--- src/hdl/lss_pkg.sv ---
// Shared types and constants for the lottery scheduler select block.
// Beat structs, status codes, controller state and command/status bundles.
// No dependencies.
package lss_pkg;

    localparam int MAX_ENTRIES_DEF = 16;
    localparam int TICKET_BITS_DEF = 16;

    localparam int ID_W     = 16;
    localparam int TIXIN_W  = 16;
    localparam int DRAW_W   = 20;
    localparam int SLOT_W   = 4;
    localparam int TOTAL_W  = 20;
    localparam logic [TOTAL_W-1:0] TOTAL_MAX = {TOTAL_W{1'b1}};

    localparam logic KIND_ADD  = 1'b0;
    localparam logic KIND_DRAW = 1'b1;

    typedef enum logic [2:0] {
        ST_ADDED  = 3'd0,
        ST_WINNER = 3'd1,
        ST_FULL   = 3'd2,
        ST_EMPTY  = 3'd3,
        ST_RANGE  = 3'd4
    } status_e_t;

    typedef struct packed {
        logic                 kind;
        logic [ID_W-1:0]      proc_id;
        logic [TIXIN_W-1:0]   ticket_count;
        logic [DRAW_W-1:0]    winning_ticket;
    } in_item_t;

    typedef struct packed {
        status_e_t            status;
        logic [ID_W-1:0]      winner_id;
        logic [SLOT_W-1:0]    winner_slot;
    } out_item_t;

    typedef enum logic [1:0] {
        S_IDLE   = 2'd0,
        S_DECIDE = 2'd1,
        S_SCAN   = 2'd2,
        S_REPORT = 2'd3
    } state_e_t;

    typedef struct packed {
        logic      latch_item;
        logic      do_add;
        logic      scan_start;
        logic      scan_step;
        logic      set_res;
        status_e_t res_status;
        logic      load_out;
    } ctl_cmd_t;

    typedef struct packed {
        logic kind;
        logic full;
        logic empty;
        logic range_bad;
        logic hit;
        logic last;
    } dp_stat_t;

endpackage

--- src/hdl/lottery_scheduler_select.sv ---
// Top level of the lottery scheduler select block.
// Joins lss_ctrl and lss_datapath; depends on lss_pkg.
//
//  channel | direction | payload     | handshake
//  --------+-----------+-------------+----------------------
//  in      | to block  | in_item_t   | in_valid / in_stall
//  out     | from block| out_item_t  | out_valid / out_stall
//
// Add, table full, table empty and out-of-range draw pass through decide and report states.
// A winning draw also scans the table from slot 0 up to the winning slot, using the one
// running-sum adder and comparator stepping through the table's single read port.
// Reset clears entry count and ticket total; table contents need no clearing.
// A beat is taken only while idle; a stalled result holds the next one back.
module lottery_scheduler_select
    import lss_pkg::*;
#(
    parameter int MAX_ENTRIES = MAX_ENTRIES_DEF,
    parameter int TICKET_BITS = TICKET_BITS_DEF
)
(
    input  logic      clk,
    input  logic      rst_n,
    input  logic      in_valid,
    output logic      in_stall,
    input  in_item_t  in_data,
    output logic      out_valid,
    input  logic      out_stall,
    output out_item_t out_data
);

    ctl_cmd_t cmd;
    dp_stat_t stat;

    lss_ctrl u_ctrl (
        .clk       (clk),
        .rst_n     (rst_n),
        .in_valid  (in_valid),
        .in_stall  (in_stall),
        .out_valid (out_valid),
        .out_stall (out_stall),
        .stat      (stat),
        .cmd       (cmd)
    );

    lss_datapath #(
        .MAX_ENTRIES (MAX_ENTRIES),
        .TICKET_BITS (TICKET_BITS)
    ) u_datapath (
        .clk      (clk),
        .rst_n    (rst_n),
        .in_data  (in_data),
        .cmd      (cmd),
        .stat     (stat),
        .out_data (out_data)
    );

endmodule

--- src/hdl/lss_datapath.sv ---
// Datapath: contender table memory, count and total registers, scan adder/comparator.
// Driven by lss_ctrl commands; depends on lss_pkg.
module lss_datapath
    import lss_pkg::*;
#(
    parameter int MAX_ENTRIES = MAX_ENTRIES_DEF,
    parameter int TICKET_BITS = TICKET_BITS_DEF
)
(
    input  logic      clk,
    input  logic      rst_n,
    input  in_item_t  in_data,
    input  ctl_cmd_t  cmd,
    output dp_stat_t  stat,
    output out_item_t out_data
);

    localparam int TIX_W = (TICKET_BITS < TIXIN_W) ? TICKET_BITS : TIXIN_W;
    localparam int CNT_W = $clog2(MAX_ENTRIES + 1);
    localparam int IDX_W = $clog2(MAX_ENTRIES);
    localparam int RUN_W = TIX_W + CNT_W;
    localparam int CMP_W = (RUN_W > DRAW_W) ? RUN_W : DRAW_W;

    logic [ID_W-1:0]    id_mem  [MAX_ENTRIES];
    logic [TIX_W-1:0]   tix_mem [MAX_ENTRIES];

    in_item_t           item_reg;
    logic [CNT_W-1:0]   count_reg;
    logic [CNT_W-1:0]   count_next;
    logic [TOTAL_W-1:0] total_reg;
    logic [TOTAL_W-1:0] total_next;
    logic [ID_W-1:0]    first_id_reg;
    logic [IDX_W-1:0]   idx_reg;
    logic [IDX_W-1:0]   idx_next;
    logic [RUN_W-1:0]   run_reg;
    logic [RUN_W-1:0]   run_next;
    logic [ID_W-1:0]    rd_id_reg;
    logic [TIX_W-1:0]   rd_tix_reg;
    out_item_t          res_reg;
    out_item_t          res_next;
    out_item_t          out_reg;

    logic [IDX_W-1:0]   rd_addr;
    logic [IDX_W-1:0]   wr_addr;
    logic [TIX_W-1:0]   add_tix;
    logic [TOTAL_W:0]   total_sum;
    logic [RUN_W-1:0]   run_sum;
    logic [31:0]        cnt_wide;
    logic [31:0]        idx_wide;

    assign add_tix   = item_reg.ticket_count[TIX_W-1:0];
    assign wr_addr   = count_reg[IDX_W-1:0];
    assign rd_addr   = cmd.scan_start ? '0 : idx_reg + IDX_W'(1);
    assign total_sum = {1'b0, total_reg} + (TOTAL_W+1)'(add_tix);
    assign run_sum   = run_reg + RUN_W'(rd_tix_reg);
    assign cnt_wide  = 32'(count_reg);
    assign idx_wide  = 32'(idx_reg);

    assign stat.kind      = item_reg.kind;
    assign stat.full      = (count_reg == CNT_W'(MAX_ENTRIES));
    assign stat.empty     = (count_reg == '0);
    assign stat.range_bad = (item_reg.winning_ticket == '0) ||
                            (item_reg.winning_ticket > total_reg);
    assign stat.hit       = (CMP_W'(item_reg.winning_ticket) <= CMP_W'(run_sum));
    assign stat.last      = ((CNT_W'(idx_reg) + CNT_W'(1)) == count_reg);

    assign out_data = out_reg;

    always_comb
    begin
        count_next = count_reg;
        total_next = total_reg;
        if (cmd.do_add)
        begin
            count_next = count_reg + CNT_W'(1);
            total_next = total_sum[TOTAL_W] ? TOTAL_MAX : total_sum[TOTAL_W-1:0];
        end
    end

    always_comb
    begin
        idx_next = idx_reg;
        run_next = run_reg;
        if (cmd.scan_start)
        begin
            idx_next = '0;
            run_next = '0;
        end
        else if (cmd.scan_step)
        begin
            idx_next = idx_reg + IDX_W'(1);
            run_next = run_sum;
        end
    end

    always_comb
    begin
        res_next            = res_reg;
        if (cmd.set_res)
        begin
            res_next.status      = cmd.res_status;
            res_next.winner_id   = '0;
            res_next.winner_slot = '0;
            case (cmd.res_status)
                ST_ADDED:
                begin
                    res_next.winner_slot = cnt_wide[SLOT_W-1:0];
                end
                ST_WINNER:
                begin
                    res_next.winner_id   = rd_id_reg;
                    res_next.winner_slot = idx_wide[SLOT_W-1:0];
                end
                ST_RANGE:
                begin
                    res_next.winner_id = first_id_reg;
                end
                default:
                begin
                    res_next.winner_id = '0;
                end
            endcase
        end
    end

    always_ff @(posedge clk or negedge rst_n)
    begin
        if (!rst_n)
        begin
            count_reg <= '0;
            total_reg <= '0;
        end
        else
        begin
            count_reg <= count_next;
            total_reg <= total_next;
        end
    end

    always_ff @(posedge clk)
    begin
        if (cmd.latch_item)
        begin
            item_reg <= in_data;
        end
        if (cmd.do_add && (count_reg == '0))
        begin
            first_id_reg <= item_reg.proc_id;
        end
        if (cmd.load_out)
        begin
            out_reg <= res_reg;
        end
        idx_reg <= idx_next;
        run_reg <= run_next;
        res_reg <= res_next;
    end

    always_ff @(posedge clk)
    begin
        if (cmd.do_add)
        begin
            id_mem[wr_addr]  <= item_reg.proc_id;
            tix_mem[wr_addr] <= add_tix;
        end
        rd_id_reg  <= id_mem[rd_addr];
        rd_tix_reg <= tix_mem[rd_addr];
    end

`ifndef SYNTHESIS
    a_count_bound: assert property (@(posedge clk) disable iff (!rst_n)
        count_reg <= CNT_W'(MAX_ENTRIES))
        else $error("entry count beyond table depth");

    a_total_mono: assert property (@(posedge clk) disable iff (!rst_n)
        cmd.do_add |=> total_reg >= $past(total_reg))
        else $error("ticket total decreased on add");

    a_scan_inside: assert property (@(posedge clk) disable iff (!rst_n)
        cmd.scan_step |-> (CNT_W'(idx_reg) + CNT_W'(1)) < count_reg)
        else $error("scan stepped past last entry");
`endif

endmodule

--- src/hdl/lss_ctrl.sv ---
// Controller FSM: sequences accept, add/range decisions, table scan and output load.
// Drives lss_datapath commands from its status; depends on lss_pkg.
module lss_ctrl
    import lss_pkg::*;
(
    input  logic     clk,
    input  logic     rst_n,
    input  logic     in_valid,
    output logic     in_stall,
    output logic     out_valid,
    input  logic     out_stall,
    input  dp_stat_t stat,
    output ctl_cmd_t cmd
);

    state_e_t state_reg;
    state_e_t state_next;
    logic     out_valid_reg;
    logic     out_valid_next;
    logic     out_free;

    assign out_free  = !out_valid_reg || !out_stall;
    assign in_stall  = (state_reg != S_IDLE);
    assign out_valid = out_valid_reg;

    always_comb
    begin
        state_next = state_reg;
        case (state_reg)
            S_IDLE:
            begin
                if (in_valid)
                begin
                    state_next = S_DECIDE;
                end
            end
            S_DECIDE:
            begin
                if ((stat.kind == KIND_DRAW) && !stat.empty && !stat.range_bad)
                begin
                    state_next = S_SCAN;
                end
                else
                begin
                    state_next = S_REPORT;
                end
            end
            S_SCAN:
            begin
                if (stat.hit || stat.last)
                begin
                    state_next = S_REPORT;
                end
            end
            S_REPORT:
            begin
                if (out_free)
                begin
                    state_next = S_IDLE;
                end
            end
            default:
            begin
                state_next = S_IDLE;
            end
        endcase
    end

    always_comb
    begin
        cmd            = '0;
        cmd.res_status = ST_ADDED;
        case (state_reg)
            S_IDLE:
            begin
                cmd.latch_item = in_valid;
            end
            S_DECIDE:
            begin
                if (stat.kind == KIND_ADD)
                begin
                    cmd.set_res = 1'b1;
                    if (stat.full)
                    begin
                        cmd.res_status = ST_FULL;
                    end
                    else
                    begin
                        cmd.do_add     = 1'b1;
                        cmd.res_status = ST_ADDED;
                    end
                end
                else if (stat.empty)
                begin
                    cmd.set_res    = 1'b1;
                    cmd.res_status = ST_EMPTY;
                end
                else if (stat.range_bad)
                begin
                    cmd.set_res    = 1'b1;
                    cmd.res_status = ST_RANGE;
                end
                else
                begin
                    cmd.scan_start = 1'b1;
                end
            end
            S_SCAN:
            begin
                if (stat.hit)
                begin
                    cmd.set_res    = 1'b1;
                    cmd.res_status = ST_WINNER;
                end
                else if (stat.last)
                begin
                    cmd.set_res    = 1'b1;
                    cmd.res_status = ST_RANGE;
                end
                else
                begin
                    cmd.scan_step = 1'b1;
                end
            end
            S_REPORT:
            begin
                cmd.load_out = out_free;
            end
            default:
            begin
                cmd.latch_item = 1'b0;
            end
        endcase
    end

    assign out_valid_next = cmd.load_out | (out_valid_reg & out_stall);

    always_ff @(posedge clk or negedge rst_n)
    begin
        if (!rst_n)
        begin
            state_reg     <= S_IDLE;
            out_valid_reg <= 1'b0;
        end
        else
        begin
            state_reg     <= state_next;
            out_valid_reg <= out_valid_next;
        end
    end

`ifndef SYNTHESIS
    a_accept_decide: assert property (@(posedge clk) disable iff (!rst_n)
        (in_valid && !in_stall) |=> (state_reg == S_DECIDE))
        else $error("accepted beat not followed by decode");

    a_hit_report: assert property (@(posedge clk) disable iff (!rst_n)
        (state_reg == S_SCAN && stat.hit) |=> (state_reg == S_REPORT))
        else $error("scan hit did not end the scan");

    a_load_valid: assert property (@(posedge clk) disable iff (!rst_n)
        cmd.load_out |=> out_valid_reg)
        else $error("result load lost");
`endif

endmodule
--- config.mk ---
export PLATFORM = sky130hd
export DESIGN_NAME = lottery_scheduler_select
export DESIGN_NICKNAME = d
export VERILOG_FILES = /design/src/hdl/lss_pkg.sv /design/src/hdl/lottery_scheduler_select.sv /design/src/hdl/lss_datapath.sv /design/src/hdl/lss_ctrl.sv
export SDC_FILE = /design/constraint.sdc
export NUM_CORES = 1
export LEC_CHECK = 0
export BUFFER_PORTS_ARGS = -buffer_cell sky130_fd_sc_hd__buf_2
export CAP_MARGIN = 0
export CORE_ASPECT_RATIO = 2
export CORE_MARGIN = 2
export CORE_UTILIZATION = 55
export CTS_CLUSTER_DIAMETER = 100
export DETAILED_ROUTE_END_ITERATION = 8
export GPL_TIMING_DRIVEN = 0
export PLACE_DENSITY = 0.72
export RECOVER_POWER = 25
export SYNTH_ARGS = -nofsm -noshare
export SYNTH_HDL_FRONTEND = slang
export SYNTH_HIERARCHICAL = 1
export SYNTH_SLANG_ARGS = --single-unit
--- constraint.sdc ---
create_clock -name clk -period 11.2 [get_ports clk]
set_input_delay 2.8 -clock clk [delete_from_list [all_inputs] [get_ports clk]]
set_output_delay 2.8 -clock clk [all_outputs]
set_load 0.005 [all_outputs]
; Word level (Yosys, flattened, before mapping)
; Memories as Yosys holds them, arrays and structs flattened. A register that Yosys moved wholly into a read port is not among the register bits.
; Cells that the tools add are included.
[classes]
n_mux = 29
n_addsub = 5
n_reduce_logical = 16
n_bitwise = 2
magnitude_cmp = 2
n_eq_ne = 10
[ops]
columns = op, n
row1 = $pmux W16 S2, 1
row2 = $mux W4, 6
row3 = $add A20 B16 Y21, 1
row4 = $add A21 B16 Y21, 1
row5 = $le A20 B21 Y1, 1
row6 = $gt A20 B20 Y1, 1
row7 = $logic_not A20 Y1, 1
row8 = $mux W20, 1
row9 = $pmux W4 S2, 2
row10 = $mux W1, 13
row11 = $mux W2, 5
row12 = $pmux W2 S4, 1
row13 = $add A4 B1 Y5 const B, 1
row14 = $add A5 B1 Y5 const B, 1
row15 = $eq A5 B5 Y1, 1
row16 = $eq A5 B5 Y1 const B, 1
row17 = $logic_not A5 Y1, 1
row18 = $add A4 B1 Y4 const B, 1
row19 = $eq A2 B2 Y1 const B, 2
row20 = $logic_not A1 Y1, 4
row21 = $ne A2 B1 Y1 const B, 2
row22 = $eq A3 B1 Y1 const B, 1
row23 = $eq A3 B3 Y1 const B, 1
row24 = $logic_and A1 B1 Y1, 3
row25 = 9 further kinds, 11
[word_totals]
output_inout_bits = 25
mem_count = 2
ram_bits = 512
reg_bits = 168
[memory_table]
columns = memory, depth, word_bits, rd, rd_ports_with_merged_regs, write_ports, line_no
row1 = u_datapath.id_mem, 16, 16, 1, 1, 1, lss_datapath.sv:24  ; logic [ID_W-1:0] id_mem [MAX_ENTRIES];
row2 = u_datapath.tix_mem, 16, 16, 1, 1, 1, lss_datapath.sv:25  ; logic [TIX_W-1:0] tix_mem [MAX_ENTRIES];

; Depth between registers and ports, before layout
; Gate-level depths: netlist (run 1).
[depth]
depth_word = 8
depth_mapped = 23

; Hierarchy
; Netlist (run 1), hierarchy kept.
[by_module_without_submodules]
columns = module, seq_area_each_um2, area_each_um2, cells_per_inst, instances
row1 = lss_datapath, 20594.8, 29188.0, 1919, 1
row2 = lss_ctrl, 75.1, 354.1, 39, 1

; Worst setup path before layout (run 1)
; Ideal clock, no wire load.
[synth_path]
path_type = reg-to-reg
startpoint = reg u_datapath.run_reg[0]
endpoint = reg u_datapath/res_reg[0] (netlist bit), enable pin
path_buffers = 0
t_required_ns = 10.762
synth_period_minus_slack_ns = 5.404
path_slack_ns = 5.796
stages_incl_launch_ff = 18
t_arrival_ns = 4.966
path_cell_list = dfxtp_1 ha_1 fa_1 a211oi_1 o211ai_1 a31oi_1 o21ai_1 a21boi_1 nor2_1 xnor2_1 ha_1 a21o_1 a21oi_1 o21ai_0 a31oi_1 a2111o_1 o21ai_0 a21boi_0
[synth_rtl]
columns = item, line_no
row1 = from (decl), lss_datapath.sv:35  ; logic [RUN_W-1:0] run_reg;
row2 = from (signal assigned), lss_datapath.sv:155  ; run_reg <= run_next;
row3 = to (signal assigned), lss_datapath.sv:156  ; res_reg <= res_next;
row4 = to (decl), lss_datapath.sv:39  ; out_item_t res_reg;

==> results of run 1 <==
routing by layer:
layer / global-route usage / wire length, um / part of all wire
met1: 0.282 / 24700 / 0.33
met2: 0.501 / 40500 / 0.54
met3: 0.0391 / 4510 / 0.060
met4: 0.189 / 5940 / 0.079
met5: 0 / 0 / 0
kinds of logic after synthesis:
logic type / count (synthesis)
flip-flops: 712
AND/OR/NAND/NOR: 403
AO/OA/AOI/OAI: 390
multiplexers: 179
buffers and inverters: 146
adder cells (fa/ha/maj): 85
XOR/XNOR: 43
synthesized netlist by cell type (12+ instances only):
master	number
xor2_1	20
nand2b_1	20
nand4_1	14
nor3_1	12
ha_1	83
mux2i_1	141
nand2_1	157
inv_1	44
edfxtp_1	627
a22oi_1	16
clkbuf_1	64
mux4_2	34
a211oi_1	102
nand3_1	12
buf_2	21
a21o_1	20
nor2b_1	77
nor2_1	65
o21ai_0	58
a21oi_1	71
dfrtp_1	28
a311oi_1	32
dfxtp_1	57
a31oi_1	37
xnor2_1	23
worst max-delay path, delay by kind of cell (launching register included):
kind	cells	cell delay, ps
flops	1	310
simple gates	6	980
buf+inv	2	960
compound gates	9	3110
fa+ha+maj	3	970
xor+xnor	1	160
report_power, final:
| group | internal [mW] | leakage (nW) | switching, mW |
|---|---|---|---|
| combinational | 1.39 | 4.13 | 2.40 |
| clock | 1.19 | 0.969 | 0.946 |
| sequential | 3.36 | 6.50 | 0.247 |
cell type report:
type	count	area, um^2	area share
repair buffers	108	850	0.0255
plain buffers	102	432	0.0129
well taps	671	840	0.0252
flip-flops and latches	712	20700	0.620
clock buffers	77	1630	0.0488
multi-input cells	1100	8360	0.251
clock inverters	33	393	0.0118
inverters	44	165	0.00495
per-stage QoR:
stage          setup WS, ps  total power [mW]
2_1_floorplan          5800              6.07
3_3_place_gp           2460              7.22
3_5_place_dp           4730              7.40
4_1_cts                4720              9.53
5_1_grt                4060              9.98
6_report               4570              9.54
worst paths after layout:
kind | from | endpoint | slack (ps) | cells past startpoint
max | u_datapath/run_reg[0]$_SDFFE_PP0P_ | u_datapath/res_reg[17]$_DFFE_PP_ | 4570 | 21
min | u_datapath/res_reg[16]$_DFFE_PP_ | u_datapath/out_data[16]$_DFFE_PP_ | 420 | 0
max reg2reg | u_datapath/run_reg[0]$_SDFFE_PP0P_ | u_datapath/res_reg[17]$_DFFE_PP_ | 4570 | 21
min reg2reg | u_datapath/res_reg[16]$_DFFE_PP_ | u_datapath/out_data[16]$_DFFE_PP_ | 420 | 0
max in group asynchronous | rst_n | u_ctrl/out_valid$_DFF_PN0_ | 8420 | 1
min in group asynchronous | rst_n | u_datapath/total_reg[7]$_DFFE_PN0P_ | 2260 | 1
==> summary.md, run 1 <==
| Metric | Value |
|---|---|
| Status | `complete, no violations` |
| Max-cap viol count | `0` |
| Worst Setup End Kind | `flip-flop` |
| Worst setup SP type | `flip-flop` |
| Netlist cell types | `63` |
| Post-CTS Setup Repair Bufs | `0` |
| Mapped Area | `around 30000 um^2` |
| Setup_tns | `0 ps` |
| DR DRC count | `0` |
| Post-DP HPWL | `53000 um` |
| Synth warnings | `6` |
| Initial antenna violation count | `0` |
| Syn_nets | `around 2.1k` |
| N_diodes | `0` |
| Area grow syn2layout | `12.8%` |
| Sequential share of the synthesized area | `0.700` |
| Share of layout cells above drive strength 1 | `0.136` |
| Final WL | `between 70000 and 80000 um` |
| Syn_area_per_cell | `between 15 and 20 um^2` |
| Sink Count | `between 700 and 800` |
| Slew Limit Fails | `0` |
| Width of the die | `168 um` |
| Final period util | `0.592` |
| Synth area leader | `edfxtp_1` |
| ANT nets after route | `0` |
| CTS Buffer Depth | `3` |
| Top cell type's share of synthesized area | `0.637` |
| PD cells | `around 290 nW/um^2` |
| Largest family of logic cells by synthesized area | `compound AO/OA/AOI/OAI gates` |
| Final hold slack | `418 ps` |
| CTS tree | `done` |
| DRT iter0 DRCs | `~1.7k` |
| Synth Flop Type | `edfxtp_1` |
| Mapped Cells | `between 1.5k and 2k` |
| Required time of the critical path | `about 12000 ps` |
| Core box area | `around 53000 um^2` |
| Largest stage delay, worst path | `approximately 620 ps` |
| Adder-cell share of the synthesized area | `0.0365` |
| Compound-Gate Fraction of Synth Area | `0.0891` |
| Post-synth EDFFs | `roughly 630` |
| Fillers | `roughly 3.8k` |
| Initial Utilization | `0.554` |
| Max VDD drop | `~0.14 mV` |
| TritonRoute pass-1 iters | `7` |
| H-Tree Depth | `2` |
| CP dominant cell by count | `nor2_1` |
| Gr ovfl total | `0` |
| Fin area | `around 33000 um^2` |
| Fmax | `between 0.15 and 0.2 GHz` |
| Critical path class | `flip-flop to flip-flop` |
| Clk slew on worst S/H paths | `~70 ps` |
| Hold crit path type | `flip-flop to flip-flop` |
| Crit path time final | `6630 ps` |
| Largest net degree at the start of global routing | `between 50 and 60` |
| DP Area | `between 30000 and 40000 um^2` |
| Most frequent cells in the layout | `627 x edfxtp_1, 157 x nand2_1, 141 x mux2i_1` |
| Port Buffers | `slightly above 80` |
| Routability-driven placement congestion ratio | `between 0.8 and 0.9` |
| Worst Path Max Fanout | `10` |
| Vias after detailed routing | `between 15k and 20k` |
| Final cell count without fillers | `2847` |
| CP max stage cell | `clkbuf_1` |
| Root Driver | `clkbuf_16` |
| I/O pins | `between 80 and 90` |
| Synthesized flop and latch total | `slightly above 700` |
| CTS hold repair buffers | `0` |
| Post-Synth XOR/XNOR Area | `0.0127` |
| Unrepaired setup endpoints after global routing | `no` |
| Avg Vias per Cell | `about 6.3` |
| Multiplexer area fraction after synthesis | `0.0752` |
| Clock Latency Late Sink | `630 ps` |
| Clk_skew | `~17 ps` |
| Data arrival, critical path | `approximately 7100 ps` |
| Synth Area in Simple Gates | `0.0666` |
| Top cells by area, synth | `edfxtp_1 64%, mux2i_1 4.8%, dfxtp_1 3.9%` |
| GRT Overall Usage | `0.272` |
| Final net count | `between 2k and 2.5k` |
| Commonest non-fill, non-tap cell in the layout | `edfxtp_1` |
| LEAKAGE | `about 12 nW` |
| Ys async rst share | `0.0393` |
| CTS resizes | `0` |
| Fin util | `0.625` |
| Slew @ Worst Pin | `~1300 ps` |
| Cell Rows | `120` |
| Cts bufs inserted | `59` |
| Die area | `between 50000 and 60000 um^2` |
| Placed cells | `2737` |
| Number of global-route vias before repair | `between 15k and 20k` |
| Die H | `approximately 330 um` |
| Slew headroom | `0.133` |
| Worst-path cell chain | `ha_1, fa_1, a211oi_1, o211ai_1, a31oi_1, o21ai_1, a21boi_1, nor2_1, xnor2_1, ha_1, nand3_1, nor2_1, a31oi_1, a2111o_1, nand3b_1, a21boi_0, nor2b_1, clkbuf_1, clkbuf_1, a22oi_1, nor2_1` |
| # setup viols final | `0` |
| Routed WL per cell | `26.6 um` |
| First-pass GRT wire length | `112000 um` |
| Final Hold Fails | `0` |
Note: power is estimated with default switching activity, not from simulation.
==> run 2: changes to the inputs <==
--- a/config.mk
+++ b/config.mk
@@ -5,6 +5,7 @@
 export SDC_FILE = /design/constraint.sdc
 export NUM_CORES = 1
 export LEC_CHECK = 0
+export ABC_AREA = 1
 export BUFFER_PORTS_ARGS = -buffer_cell sky130_fd_sc_hd__buf_2
 export CAP_MARGIN = 0
 export CORE_ASPECT_RATIO = 2
==> constraint.sdc (replaced) <==
create_clock -name clk -period 6.4 [get_ports clk]
set_input_delay 1.6 -clock clk [delete_from_list [all_inputs] [get_ports clk]]
set_output_delay 1.6 -clock clk [all_outputs]
set_load 0.005 [all_outputs]
==> run 2 against run 1 <==
Maximum frequency is 19% higher. Final area is 3.4% higher. Clock skew is 9.8 ps higher. Synthesized cell count is 35% higher. Global-route usage is 5.1 points higher. Area after synthesis is 3.4% higher. Final cell count is 27% higher. Register-to-register slack worse by 3700 ps.
==> summary.md, run 2 <==
| Metric | Value |
|---|---|
| Status | `complete, no violations` |
| Worst Path Max Fanout | `10` |
| ANT nets after route | `0` |
| Most frequent cells in the layout | `627 x edfxtp_1, 415 x nand2_1, 300 x inv_1` |
| WHS Path Cells | `0` |
| GRT Max-Usage Layer | `met2` |
| # setup viols final | `0` |
| Unrepaired setup endpoints after global routing | `no` |
| Number of global-route vias before repair | `roughly 22k` |
| Global-route met2 utilization | `0.581` |
| Sink Count | `about 710` |
| Crit path buffers/inverters | `4` |
| Met3 Use GR | `0.0445` |
| GRT Overall Usage | `0.324` |
| Initial antenna violation count | `3` |
| Die area | `approximately 58000 um^2` |
| H-Tree Depth | `2` |
| Commonest non-fill, non-tap cell in the layout | `edfxtp_1` |
| I/O pins | `82` |
| Area grow syn2layout | `12.8%` |
| Slew @ Worst Pin | `slightly above 1000 ps` |
| Required time of the critical path | `between 6000 and 7000 ps` |
| DP Area | `32500 um^2` |
| CP top delay family | `simple AND/OR/NAND/NOR gates` |
| Hold crit path type | `flip-flop to flip-flop` |
| Fin area | `between 30000 and 40000 um^2` |
| CP dominant cell by count | `nand2_1` |
| Critical path class | `flip-flop to flip-flop` |
| Post-DP HPWL | `roughly 66000 um` |
| Routed WL per cell | `between 20 and 30 um` |
| Synth Flop Type | `edfxtp_1` |
| Slew Limit Fails | `0` |
| Final Hold Fails | `0` |
| Worst Setup End Kind | `flip-flop` |
| R2R setup slack | `840 ps` |
| Largest net degree at the start of global routing | `35` |
| Largest stage delay, worst path | `between 400 and 500 ps` |
| Final hold slack | `between 400 and 500 ps` |
| Cell Rows | `between 100 and 150` |
| Hold_sp | `u_datapath/res_reg[17]$_DFFE_PP_` |
| Worst R2R Start | `u_datapath/run_reg[0]$_SDFFE_PP0P_` |
| Largest family of logic cells by synthesized area | `simple AND/OR/NAND/NOR gates` |
| Final cell count without fillers | `roughly 3.6k` |
| Vias after detailed routing | `about 22k` |
| Final WL | `between 90000 and 100000 um` |
| Crit path time final | `between 5000 and 6000 ps` |
| Slew headroom | `0.310` |
| Die H | `roughly 340 um` |
| CTS resizes | `0` |
| Final period util | `0.868` |
| Fmax | `between 0.15 and 0.2 GHz` |
| Cts bufs inserted | `60` |
| Clock Latency Late Sink | `around 640 ps` |
| PD cells | `540 nW/um^2` |
| Avg Vias per Cell | `between 6 and 7` |
| Synth Area in Simple Gates | `0.121` |
| Max VDD drop | `roughly 0.32 mV` |
| Grt met1 use | `0.325` |
| Setup_tns | `0 ps` |
| Placed cells | `roughly 3.5k` |
| Worst setup SP type | `flip-flop` |
| DR DRC count | `0` |
| Routability-driven placement congestion ratio | `roughly 0.94` |
| Worst R2R Path Depth | `28` |
| CP max stage cell | `clkbuf_1` |
| Commonest cells in the netlist | `627 x edfxtp_1, 415 x nand2_1, 301 x inv_1` |
| CTS tree | `done` |
| Width of the die | `171 um` |
| Post-Synth XOR/XNOR Area | `0.00659` |
| Gr ovfl total | `0` |
| Post-synth EDFFs | `between 600 and 700` |
| Top-count cell post-synth | `edfxtp_1` |
| Root Driver | `clkbuf_16` |
| Netlist cell types | `~40` |
| Clk slew on worst S/H paths | `70 ps` |
| Initial Utilization | `0.554` |
| CTS Buffer Depth | `3` |
| Synth warnings | `6` |
| Synthesized flop and latch total | `712` |
| Syn_nets | `2788` |
| Max-cap viol count | `0` |
| Top cell type's share of synthesized area | `0.616` |
| Data arrival, critical path | `about 5900 ps` |
| LEAKAGE | `~13 nW` |
| Post-CTS Setup Repair Bufs | `0` |
| DRT iter0 DRCs | `2374` |
| Reg-to-reg endpoint | `u_datapath/res_reg[10]$_DFFE_PP_` |
| Synth area leader | `edfxtp_1` |
| Fin util | `0.625` |
| Core box area | `55100 um^2` |
| Syn_area_per_cell | `between 10 and 15 um^2` |
| Mapped Cells | `between 2k and 3k` |
| Multiplexer area fraction after synthesis | `0` |
| Compound-Gate Fraction of Synth Area | `0.103` |
| Port Buffers | `81` |
| TritonRoute pass-1 iters | `6` |
| First-pass GRT wire length | `~130000 um` |
| CTS hold repair buffers | `0` |
| Clk_skew | `roughly 27 ps` |
| Ys async rst share | `0.0393` |
| Final net count | `just under 3k` |
| Hold path endpoint | `u_datapath/out_data[17]$_DFFE_PP_` |
| Mapped Area | `around 31000 um^2` |
| Adder-cell share of the synthesized area | `0.0353` |
| Share of layout cells above drive strength 1 | `0.101` |
| Sequential share of the synthesized area | `0.677` |
| Top cells by area, synth | `edfxtp_1 62%, nand2_1 5.1%, o21ai_0 4.9%` |
-- run 2: how the worst max path moves through the flow --
| stage | startpoint | to | slack, ps | cells past startpoint |
|---|---|---|---|---|
| 6_report | u_datapath/run_reg[0]$_SDFFE_PP0P_ | u_datapath/res_reg[10]$_DFFE_PP_ | 840 | 28 |
| 3_5_place_dp | u_datapath/run_reg[0]$_SDFFE_PP0P_ | u_datapath/res_reg[18]$_DFFE_PP_ | 880 | 28 |
| 2_1_floorplan | u_datapath/run_reg[0]$_SDFFE_PP0P_ | u_datapath/res_reg[0]$_DFFE_PP_ | 2100 | 17 |
| 3_3_place_gp | u_datapath/count_reg[0]$_DFFE_PN0P_ | u_datapath/id_mem[9][11]$_DFFE_PP_ | 350 | 8 |
| 4_1_cts | u_datapath/run_reg[0]$_SDFFE_PP0P_ | u_datapath/res_reg[18]$_DFFE_PP_ | 880 | 28 |
| 5_1_grt | u_datapath/run_reg[0]$_SDFFE_PP0P_ | u_datapath/res_reg[18]$_DFFE_PP_ | 320 | 28 |
-- run 2: worst reg2reg max path, delay by kind of cell (launching register included) --
kind	cells	cell delay, ps
AOI/OAI and AO/OA	3	730
adders and majority gates	3	990
buffers and inverters	4	1030
DFF	1	320
and+or+nand+nor	18	2190
-- run 2: layer usage --
metal,vias to the layer above,wire (um)
met5,-,39
met4,6,9240
met3,400,5790
met2,1134,47800
met1,10500,29200
li1,9746,-
-- run 2: kinds of logic after synthesis --
| family | after synthesis |
|---|---|
| buf+inv | 441 |
| simple gates | 855 |
| fa+ha+maj | 85 |
| flops | 712 |
| xor+xnor | 23 |
| compound gates | 530 |
-- run 2: final cells by class --
type | count | area [um^2]
Clock inverter | 37 | 293
Clock buffer | 76 | 1710
Inverter | 308 | 1160
Sequential cell | 712 | 20700
Timing Repair Buffer | 101 | 840
Multi-Input combinational cell | 1493 | 8250
Buffer | 133 | 608
Fill cell | 4300 | 20600
Antenna cell | 2 | 5.00
Tap cell | 744 | 931
-- run 2: report_power, final --
part	internal (mW)	leakage [nW]	switching (mW)	total, mW
registers	5.90	6.48	0.524	6.42
clock network	1.99	0.984	1.71	3.70
logic	2.46	5.60	6.03	8.48
-- run 2: stage by stage --
| stage | setup WS [ps] | power (mW) |
|---|---|---|
| final | 842 | 18.6 |
| after global routing | 318 | 19.5 |
| after CTS | 876 | 18.4 |
| after detailed placement | 882 | 14.8 |
| after global placement | 348 | 14.4 |
| after floorplan | 2100 | 11.4 |
